--- src/rtl/dle_pkg.sv ---
// Shared types and codes for the double-ended list engine.
// Used by the command queue, the executor and the top level.
package dle_pkg;

    localparam int DLE_CAPACITY   = 64;
    localparam int DLE_DATA_WIDTH = 32;

    // command codes on the op field
    localparam logic [3:0] OP_PUSH_FRONT = 4'd0;
    localparam logic [3:0] OP_PUSH_BACK  = 4'd1;
    localparam logic [3:0] OP_POP_FRONT  = 4'd2;
    localparam logic [3:0] OP_POP_BACK   = 4'd3;
    localparam logic [3:0] OP_ERASE_AT   = 4'd4;
    localparam logic [3:0] OP_REVERSE    = 4'd5;
    localparam logic [3:0] OP_UNIQUE     = 4'd6;
    localparam logic [3:0] OP_CLEAR      = 4'd7;
    localparam logic [3:0] OP_ASSIGN     = 4'd8;

    // result status codes
    localparam logic [1:0] ST_OK    = 2'd0;
    localparam logic [1:0] ST_EMPTY = 2'd1;
    localparam logic [1:0] ST_FULL  = 2'd2;
    localparam logic [1:0] ST_RANGE = 2'd3;

    typedef enum logic [3:0] {
        K_PUSH_F, K_PUSH_B, K_POP_F, K_POP_B, K_ERASE,
        K_REV, K_UNIQ, K_CLEAR, K_ASSIGN, K_NOP
    } t_kind;

    typedef struct packed {
        t_kind       kind;
        logic [31:0] element;
        logic [5:0]  position;
        logic [6:0]  repeat_count;
    } t_cmd;

    // queue handshake toward the executor
    typedef struct packed {
        logic valid;
        t_cmd cmd;
    } t_q_head;

endpackage

--- src/rtl/dle_front.sv ---
// Command front end: takes items, decodes the op and holds them in a
// two-entry queue for the executor. Depends on dle_pkg.
module dle_front import dle_pkg::*; (
    input  logic        i_clk,
    input  logic        i_rst_n,
    input  logic        start,
    output logic        busy,
    input  logic [3:0]  i_op,
    input  logic [31:0] i_element,
    input  logic [5:0]  i_position,
    input  logic [6:0]  i_repeat_count,
    input  logic        i_pop,
    output t_q_head     o_head
);
    t_cmd       r_q [2];
    logic       r_wp, r_rp;
    logic [1:0] r_cnt;
    t_cmd       dec;
    logic       push;

    // classify the op field
    always_comb begin
        dec.element      = i_element;
        dec.position     = i_position;
        dec.repeat_count = i_repeat_count;
        unique case (i_op)
            OP_PUSH_FRONT: dec.kind = K_PUSH_F;
            OP_PUSH_BACK:  dec.kind = K_PUSH_B;
            OP_POP_FRONT:  dec.kind = K_POP_F;
            OP_POP_BACK:   dec.kind = K_POP_B;
            OP_ERASE_AT:   dec.kind = K_ERASE;
            OP_REVERSE:    dec.kind = K_REV;
            OP_UNIQUE:     dec.kind = K_UNIQ;
            OP_CLEAR:      dec.kind = K_CLEAR;
            OP_ASSIGN:     dec.kind = K_ASSIGN;
            default:       dec.kind = K_NOP;
        endcase
    end

    assign busy = (r_cnt == 2'd2);
    assign push = start && !busy;

    // hold decoded items until the executor takes them
    always_ff @(posedge i_clk) begin
        if (push) begin
            r_q[r_wp] <= dec;
        end
        if (!i_rst_n) begin
            r_wp  <= 1'b0;
            r_rp  <= 1'b0;
            r_cnt <= 2'd0;
        end else begin
            if (push) begin
                r_wp <= ~r_wp;
            end
            if (i_pop) begin
                r_rp <= ~r_rp;
            end
            r_cnt <= r_cnt + {1'b0, push} - {1'b0, i_pop};
        end
    end

    assign o_head.valid = (r_cnt != 2'd0);
    assign o_head.cmd   = r_q[r_rp];
endmodule

--- config.mk ---
export PLATFORM = sky130hd
export DESIGN_NAME = dle_front
export DESIGN_NICKNAME = d
export VERILOG_FILES = /design/src/rtl/dle_pkg.sv /design/src/rtl/dle_front.sv
export SDC_FILE = /design/constraint.sdc
export NUM_CORES = 1
export LEC_CHECK = 0
export BUFFER_PORTS_ARGS = -buffer_cell sky130_fd_sc_hd__clkbuf_2
export CAP_MARGIN = 20
export CORE_MARGIN = 2
export CORE_UTILIZATION = 49
export DETAILED_ROUTE_END_ITERATION = 16
export PLACE_DENSITY_LB_ADDON = 0.1
export SETUP_SLACK_MARGIN = 0.15
export SLEW_MARGIN = 40
export SYNTH_ARGS = -nofsm -noshare
export SYNTH_HDL_FRONTEND = slang
export SYNTH_SLANG_ARGS = --single-unit
--- constraint.sdc ---
create_clock -name i_clk -period 7.4 [get_ports i_clk]
set_clock_uncertainty 0.05 [all_clocks]
set_input_delay 0 -clock i_clk [delete_from_list [all_inputs] [get_ports i_clk]]
set_output_delay 0 -clock i_clk [all_outputs]
set_load 0.01 [all_outputs]
==> results of run 1 <==
-- sequential cells by signal (all words and copies together) (netlist names), named ones only --
signal  flops
r_cnt       2
r_q        98
r_rp        1
r_wp        1
-- kinds of logic (layout without fill, tap and decap cells) --
logic type | Yosys count | after routing | share of synthesized area [%]
buffers and inverters | 8 | 178 | 1.57
flip-flops | 103 | 103 | 79.4
AO/OA/AOI/OAI | 1 | 1 | 0.130
XOR/XNOR | 2 | 2 | 0.457
AND/OR/NAND/NOR | 16 | 16 | 2.19
multiplexers | 50 | 50 | 15.6
adder cells (fa/ha/maj) | 2 | 2 | 0.653
-- repair_timing --
action / in CTS / in global routing
buffers inserted: 0 / 0
hold buffers: 53 / 0
hold endpoints to repair: 103 / 0
-- cell usage in the layout, fill, tap and decap left out, drive strengths merged --
| cell type | netlist | final |
|---|---|---|
| dlygate4sd3 | 0 | 53 |
| inv | 3 | 3 |
| nand2b | 3 | 3 |
| nor2 | 4 | 4 |
| xor2 | 1 | 1 |
| dfxtp | 5 | 5 |
| clkinv | 0 | 3 |
| o21ai | 1 | 1 |
| xnor2 | 1 | 1 |
| clkbuf | 0 | 113 |
| nor2b | 2 | 2 |
| or2 | 1 | 1 |
| bufinv | 0 | 1 |
| edfxtp | 98 | 98 |
| clkinvlp | 0 | 2 |
| mux2i | 1 | 1 |
| nor3 | 1 | 1 |
| mux2 | 49 | 49 |
| ha | 2 | 2 |
| and3 | 1 | 1 |
| nand2 | 2 | 2 |
| and2 | 2 | 2 |
| buf | 5 | 3 |
-- where the power goes --
group	switching [mW]	internal (mW)	leakage, nW
Clock	0.173	0.155	0.0876
Sequential	0.0196	0.709	0.955
Combinational	0.108	0.110	0.978
-- final timing paths --
| kind | start | end | slack (ps) |
|---|---|---|---|
| setup / recovery | flip-flop | o_head[2] | 5240 |
| setup reg to reg | r_cnt[0] | r_q[0][10] | 5490 |
| hold / removal | i_element[17] | r_q[0][30] | 330 |
| hold reg to reg | r_cnt[1] | r_cnt[1] | 480 |
-- cell type report --
cell class                 instances  area, sq um  area share [%]
sequential                       103         3040            58.8
inverter                           3         11.3           0.217
clock buffer                      10          128            2.46
timing repair buffer             159         1070            20.6
multi-input combinational         71          739            14.3
tap                              102          128            2.46
clock inverter                     6         61.3            1.18
-- routing by layer --
metal | global-route usage (%) | vias to the layer above | wire (um)
met4 | 5.60 | 0 | 83
met3 | 5.13 | 8 | 425
met2 | 27.4 | 68 | 3340
met1 | 18.3 | 1019 | 2630
met5 | 0 | - | 0
li1 | - | 1029 | -
-- per-stage QoR --
stage / setup slack (ps) / cell area (sq um) / cells
6_report: 5240 / 5180 / 454
5_1_grt: 5110 / 5180 / 454
4_1_cts: 5210 / 5180 / 454
3_5_place_dp: 5480 / 4460 / 385
3_3_place_gp: 5500 / 4460 / 385
2_1_floorplan: 4280 / 3830 / 182
==> summary.md, run 1 <==
| Metric | Value |
|---|---|
| Core Rows | 32 |
| Crit start category | flip-flop |
| Area grow syn2layout | 35.1% |
| Final core utilization | between 60% and 70% |
| Hold Crit Depth | 2 |
| Netlist cell types | 21 |
| Finish-stage setup viols | 0 |
| Clk sinks | 103 |
| Routed Antenna Nets | 0 |
| Area leader, netlist | edfxtp_1 |
| Core area | 7650 sq um |
| Post-route minimum period | about 2200 ps |
| I/O pin count | roughly 100 |
| Worst relative slew slack | a little under three fifths |
| Post-synth top cells | edfxtp_1 (98), mux2_2 (39), mux2_4 (10), dfxtp_1 (5), nor2_1 (4) |
| IO Port Bufs | just over 100 |
| Power Total | roughly 1.3 mW |
| Peak Freq | between 400 and 500 MHz |
| CTS Buf Count | 9 |
| Post-synth EDFFs | between 90 and 100 |
| Initial Util | 50.1% |
| Part of the cycle the worst path needs | ~29% |
| Nets | between 400 and 500 |
| Syn Inst Count | 182 |
| 1st-pass router iterations | 4 |
| Final hold vios | 0 |
| Dpl hpwl | about 3700 um |
| CP max-delay cell | dfxtp_2 |
| Crit Path Max Fanout | 25 |
| CP Buf/Inv Count | 2 |
| Synth top area cells | edfxtp_1 (77%), mux2_2 (11%), mux2_4 (3.9%) |
| YS warnings | 0 |
| Die Height | between 90 and 100 um |
| Yosys top cell area share | around three quarters |
| Number of diodes | 0 |
| Avg WL per Cell | approximately 14 um |
| GRT Resource Usage Total | roughly 16% |
| CTS H-tree depth | 3 |
| Top_reg_cell synth | edfxtp_1 |
| Pin count of the biggest net entering global routing | 50 |
| Synth Cell Area | roughly 3800 sq um |
| Root cell of the clock tree | clkbuf_8 |
| Seq/Total Area, Yosys | about four fifths |
| Crit Path Category | reg2out |
| #FFs+latches synth | a little over 100 |
| Max-cap viol count | 0 |
| Fin. max-slew vios | 0 |
| Worst R2R Path Depth | 4 |
| Max clock buf depth | 2 |
| Die ar. | between 8000 and 9000 sq um |
| Final hold slack | ~330 ps |
| Cell Chain, Critical Path | buf_4, mux2_2, clkbuf_2 |
| Crit-path leading delay family | flip-flops |
| Max IR drop VDD | about 0.15 mV |
| Net Count, Synth | 237 |
| CTS tree | done |
| Most common cell in the netlist | edfxtp_1 |
| Setup crit end kind | primary output |
| Filler cell count in the final layout | 555 |
| First-pass GRT wire length | a little over 10000 um |
| Clock Pin Slew Worst Setup and Hold Paths | 90 ps |
| WP data required | between 7000 and 8000 ps |
| Syn Area/Cell | approximately 21 sq um |
| Vias | 2124 |
| Vias per std cell | approximately 4.7 |
| Leakage power | ~2.0 nW |
| Drt drc | 0 |
| Remaining Overflow, GRT | 0 |
| Final Wtd Congestion | 0.713 |
| Final wirelength | roughly 6500 um |
| Status | finished clean |
| Antenna violations before repair | 0 |
| Resize count post-CTS | 0 |
| Ys async rst share | 0% |
| Vias in the first global route | 2174 |
| Number of DRC markers in iteration 0 | approximately 130 |
| Hold Crit Class | in2reg |
| Share of cells above drive strength 1 | between 40% and 50% |
| Crit path DAT | roughly 2100 ps |
| Actual slew at the worst max-slew pin | 670 ps |
| Pwr/cell area | ~250 nW/um^2 |
| CP peak stage delay | about 760 ps |
| Worst path depth | 3 |
| Clock Latency Late Sink | 340 ps |
| RSZ-0062 raised after global routing | false |
| Setup TNS Final | 0 ps |
| Die X | between 90 and 100 um |
Power figures use the tool's default switching activity.
==> run 2, diff against run 1 <==
Settings changed: CORE_UTILIZATION 49 to 47.
Clock period 7.4 ns to 1.8 ns, I/O delays scaled along.
==> run 2 against run 1 <==
Cell count up 1.5%. Routed wire length increased by 3.6%. Die area is 4.1% higher. Design area grew 3.0%. Critical path depth up 5. Non-clock buffer count is 7 higher. Utilization up 0.61 points. Via count grew 1.9%. Flip-flop and latch count is the same. Sequential power grew to 4.1 times the previous value. Count of clock-buffer cells in the layout is 1 higher. Sequential share of layout area is 1.7 points lower.
==> summary.md, run 2 (synthesis gave the netlist of run 1 again) <==
| Metric | Value |
|---|---|
| Post-route minimum period | 1570 ps |
| First-pass GRT wire length | 10000 um (-1.2%) |
| Vias in the first global route | 2197 (+1.1%) |
| Setup TNS Final | 0 ps (unchanged) |
| Initial Util | 49.1% (-1.0 points) |
| Placed instance area | 4540 sq um (+1.7%) |
| Die ar. | 8900 sq um (+4.1%) |
| Biggest regs | r_q: 98 flops, r_cnt: 2 flops |
| Drt drc | 0 (unchanged) |
| Antenna violations before repair | 0 (unchanged) |
| Worst relative slew slack | 81.1% (+26 points) |
| CTS Buf Count | 9 (unchanged) |
| Crit Path Max Fanout | 3 (-88%) |
| Status | finished clean |
| Setup crit end kind | flip-flop |
| 1st-pass router iterations | 4 (unchanged) |
| GRT Resource Usage Total | 15.3% (-0.46 points) |
| Fin. max-slew vios | 0 (unchanged) |
| Finished Cell Area | 5340 sq um (+3.0%) |
| Final Wtd Congestion | 0.717 (+0.50%) |
| R2R Setup Slk | 230 ps (-5260 ps) |
| Root cell of the clock tree | clkbuf_8 |
| Worst R2R Path Depth | 8 (+4) |
| Core Rows | 32 (unchanged) |
| Number of DRC markers in iteration 0 | 41 (-69%) |
| Max-cap viol count | 0 (unchanged) |
| Worst flop-to-flop path startpoint | r_cnt[0] |
| Vias | 2164 (+1.9%) |
| Die Height | 94.3 um (+2.0%) |
| RSZ-0062 raised after global routing | false |
| Area grow syn2layout | 39.2% |
| Vias per std cell | 4.69 (+0.34%) |
| WP data required | 2020 ps (-5330 ps) |
| Final wirelength | 6710 um (+3.6%) |
| Most frequent cells in the layout | clkbuf_2 (103), edfxtp_1 (98), dlygate4sd3_1 (53), mux2_2 (39), mux2_4 (10) |
| Finish-stage setup viols | 0 (unchanged) |
| Crit start category | flip-flop |
| Peak Freq | roughly 640 MHz |
| Clock Latency Late Sink | 340 ps (about the same) |
| Pwr/cell area | 1030 nW/um^2 (+320%) |
| Multi-input gate area | 759 sq um (+2.7%) |
| Remaining Overflow, GRT | 0 (unchanged) |
| Dpl hpwl | 4200 um (+12%) |
| Part of the cycle the worst path needs | slightly below 90% |
| Max reg flops | 98 (unchanged) |
| Core area | 7810 sq um (+2.1%) |
| Filler cell count in the final layout | 543 (-2.2%) |
| Crit Path Category | reg2reg |
| Clock Pin Slew Worst Setup and Hold Paths | 90 ps (about the same) |
| Pin count of the biggest net entering global routing | 31 (-38%) |
| Reg area | 3050 sq um (+0.12%) |
| Leakage power | 2.10 nW (+3.9%) |
| Final hold vios | 0 (unchanged) |
| Number of diodes | 0 (unchanged) |
| IO Port Bufs | 103 (unchanged) |
| Hold Crit Class | in2reg |
| Routed Antenna Nets | 0 (unchanged) |
| CTS tree | done |
| CTS H-tree depth | 3 (unchanged) |
| Power Total | 5.49 mW (+330%) |
| Avg WL per Cell | 14.6 um (+2.0%) |
| Clk sinks | 103 (unchanged) |
| Share of cells above drive strength 1 | 51.3% (+2.4 points) |
| Crit path DAT | 1800 ps (-310 ps) |
| Actual slew at the worst max-slew pin | 284 ps (-386 ps) |
| Die X | 94.3 um (+2.0%) |
| Max clock buf depth | 2 (unchanged) |
| I/O pin count | 104 (unchanged) |
| Nets | 409 (+1.7%) |
| Max IR drop VDD | 0.639 mV (+330%) |
| Worst setup endpoint | r_cnt[1] |
| Commonest non-fill, non-tap cell in the layout | clkbuf_2 |
| Most flops, register | r_q |
| Critical Path Start | r_cnt[0] |
| Crit Reg-Reg Endpoint | r_cnt[1] |
[run 2: cell types whose count changed in the layout (fill, tap and decap cells not counted), sizes merged]
cell / previous run / this run
buf: 3 / 9
clkbuf: 113 / 115
bufinv: 1 / 2
clkinvlp: 2 / 0
[run 2: final cells by class]
cell class	instances	area share, %
inverters	3	0.211
flip-flops and latches	103	57.1
clock inverters	5	1.55
multi-input cells	71	14.2
clock buffers	11	2.46
repair buffers	166	22.0
well taps	102	2.39
[run 2: power breakdown]
part           switching [mW]  internal, mW  leakage (nW)
clock network           0.724         0.787         0.107
logic                   0.479         0.513          1.04
registers              0.0705          2.91         0.956
total                    1.27          4.21          2.10
[run 2: timing repair]
item / 4_1_cts / 5_1_grt
setup buffers: 0 / 3
endpoints found under the setup margin: 40 / 21
hold buffers: 53 / 0
gates resized for setup: 1 / 1
hold endpoints to repair: 103 / 0
gates cloned: 0 / 1
[run 2: worst max-delay path, cell delays in order (launching register included)]
cell,delay (ps)
dfxtp_2,340
nand2b_4,140
nand2_4,70
ha_1,270
inv_1,40
ha_1,170
xor2_1,150
and2_1,170
nor3_2,100
[run 2: worst min path at each step]
stage                                  from          to  cells after the start
after floorplan           i_repeat_count[0]   r_q[0][0]                      0
after global routing          i_element[24]  r_q[0][37]                      2
after global placement         i_element[0]  r_q[1][13]                      1
after detailed placement      i_element[12]  r_q[0][25]                      1
final                         i_element[13]  r_q[1][26]                      2
after CTS                     i_element[13]  r_q[1][26]                      2
[run 2: per-stage QoR]
| stage | setup WS (ps) | hold WS, ps | util, % | cells |
|---|---|---|---|---|
| floorplan | 93.0 | 48.9 | - | 182 |
| global placement | 290 | 139 | 58.1 | 388 |
| detailed placement | 226 | 142 | 58.1 | 388 |
| CTS | 155 | 303 | 67.7 | 457 |
| global route | 138 | 310 | 68.3 | 461 |
| finish | 226 | 330 | 68.3 | 461 |
[run 2: per-layer routing]
metal / global-route usage (%) / routed length (um) / share of wire (%)
met5: 0 / 0 / 0
met4: 7.73 / 118 / 1.8
met3: 3.13 / 304 / 4.5
met2: 26.8 / 3540 / 53
met1: 17.7 / 2750 / 41
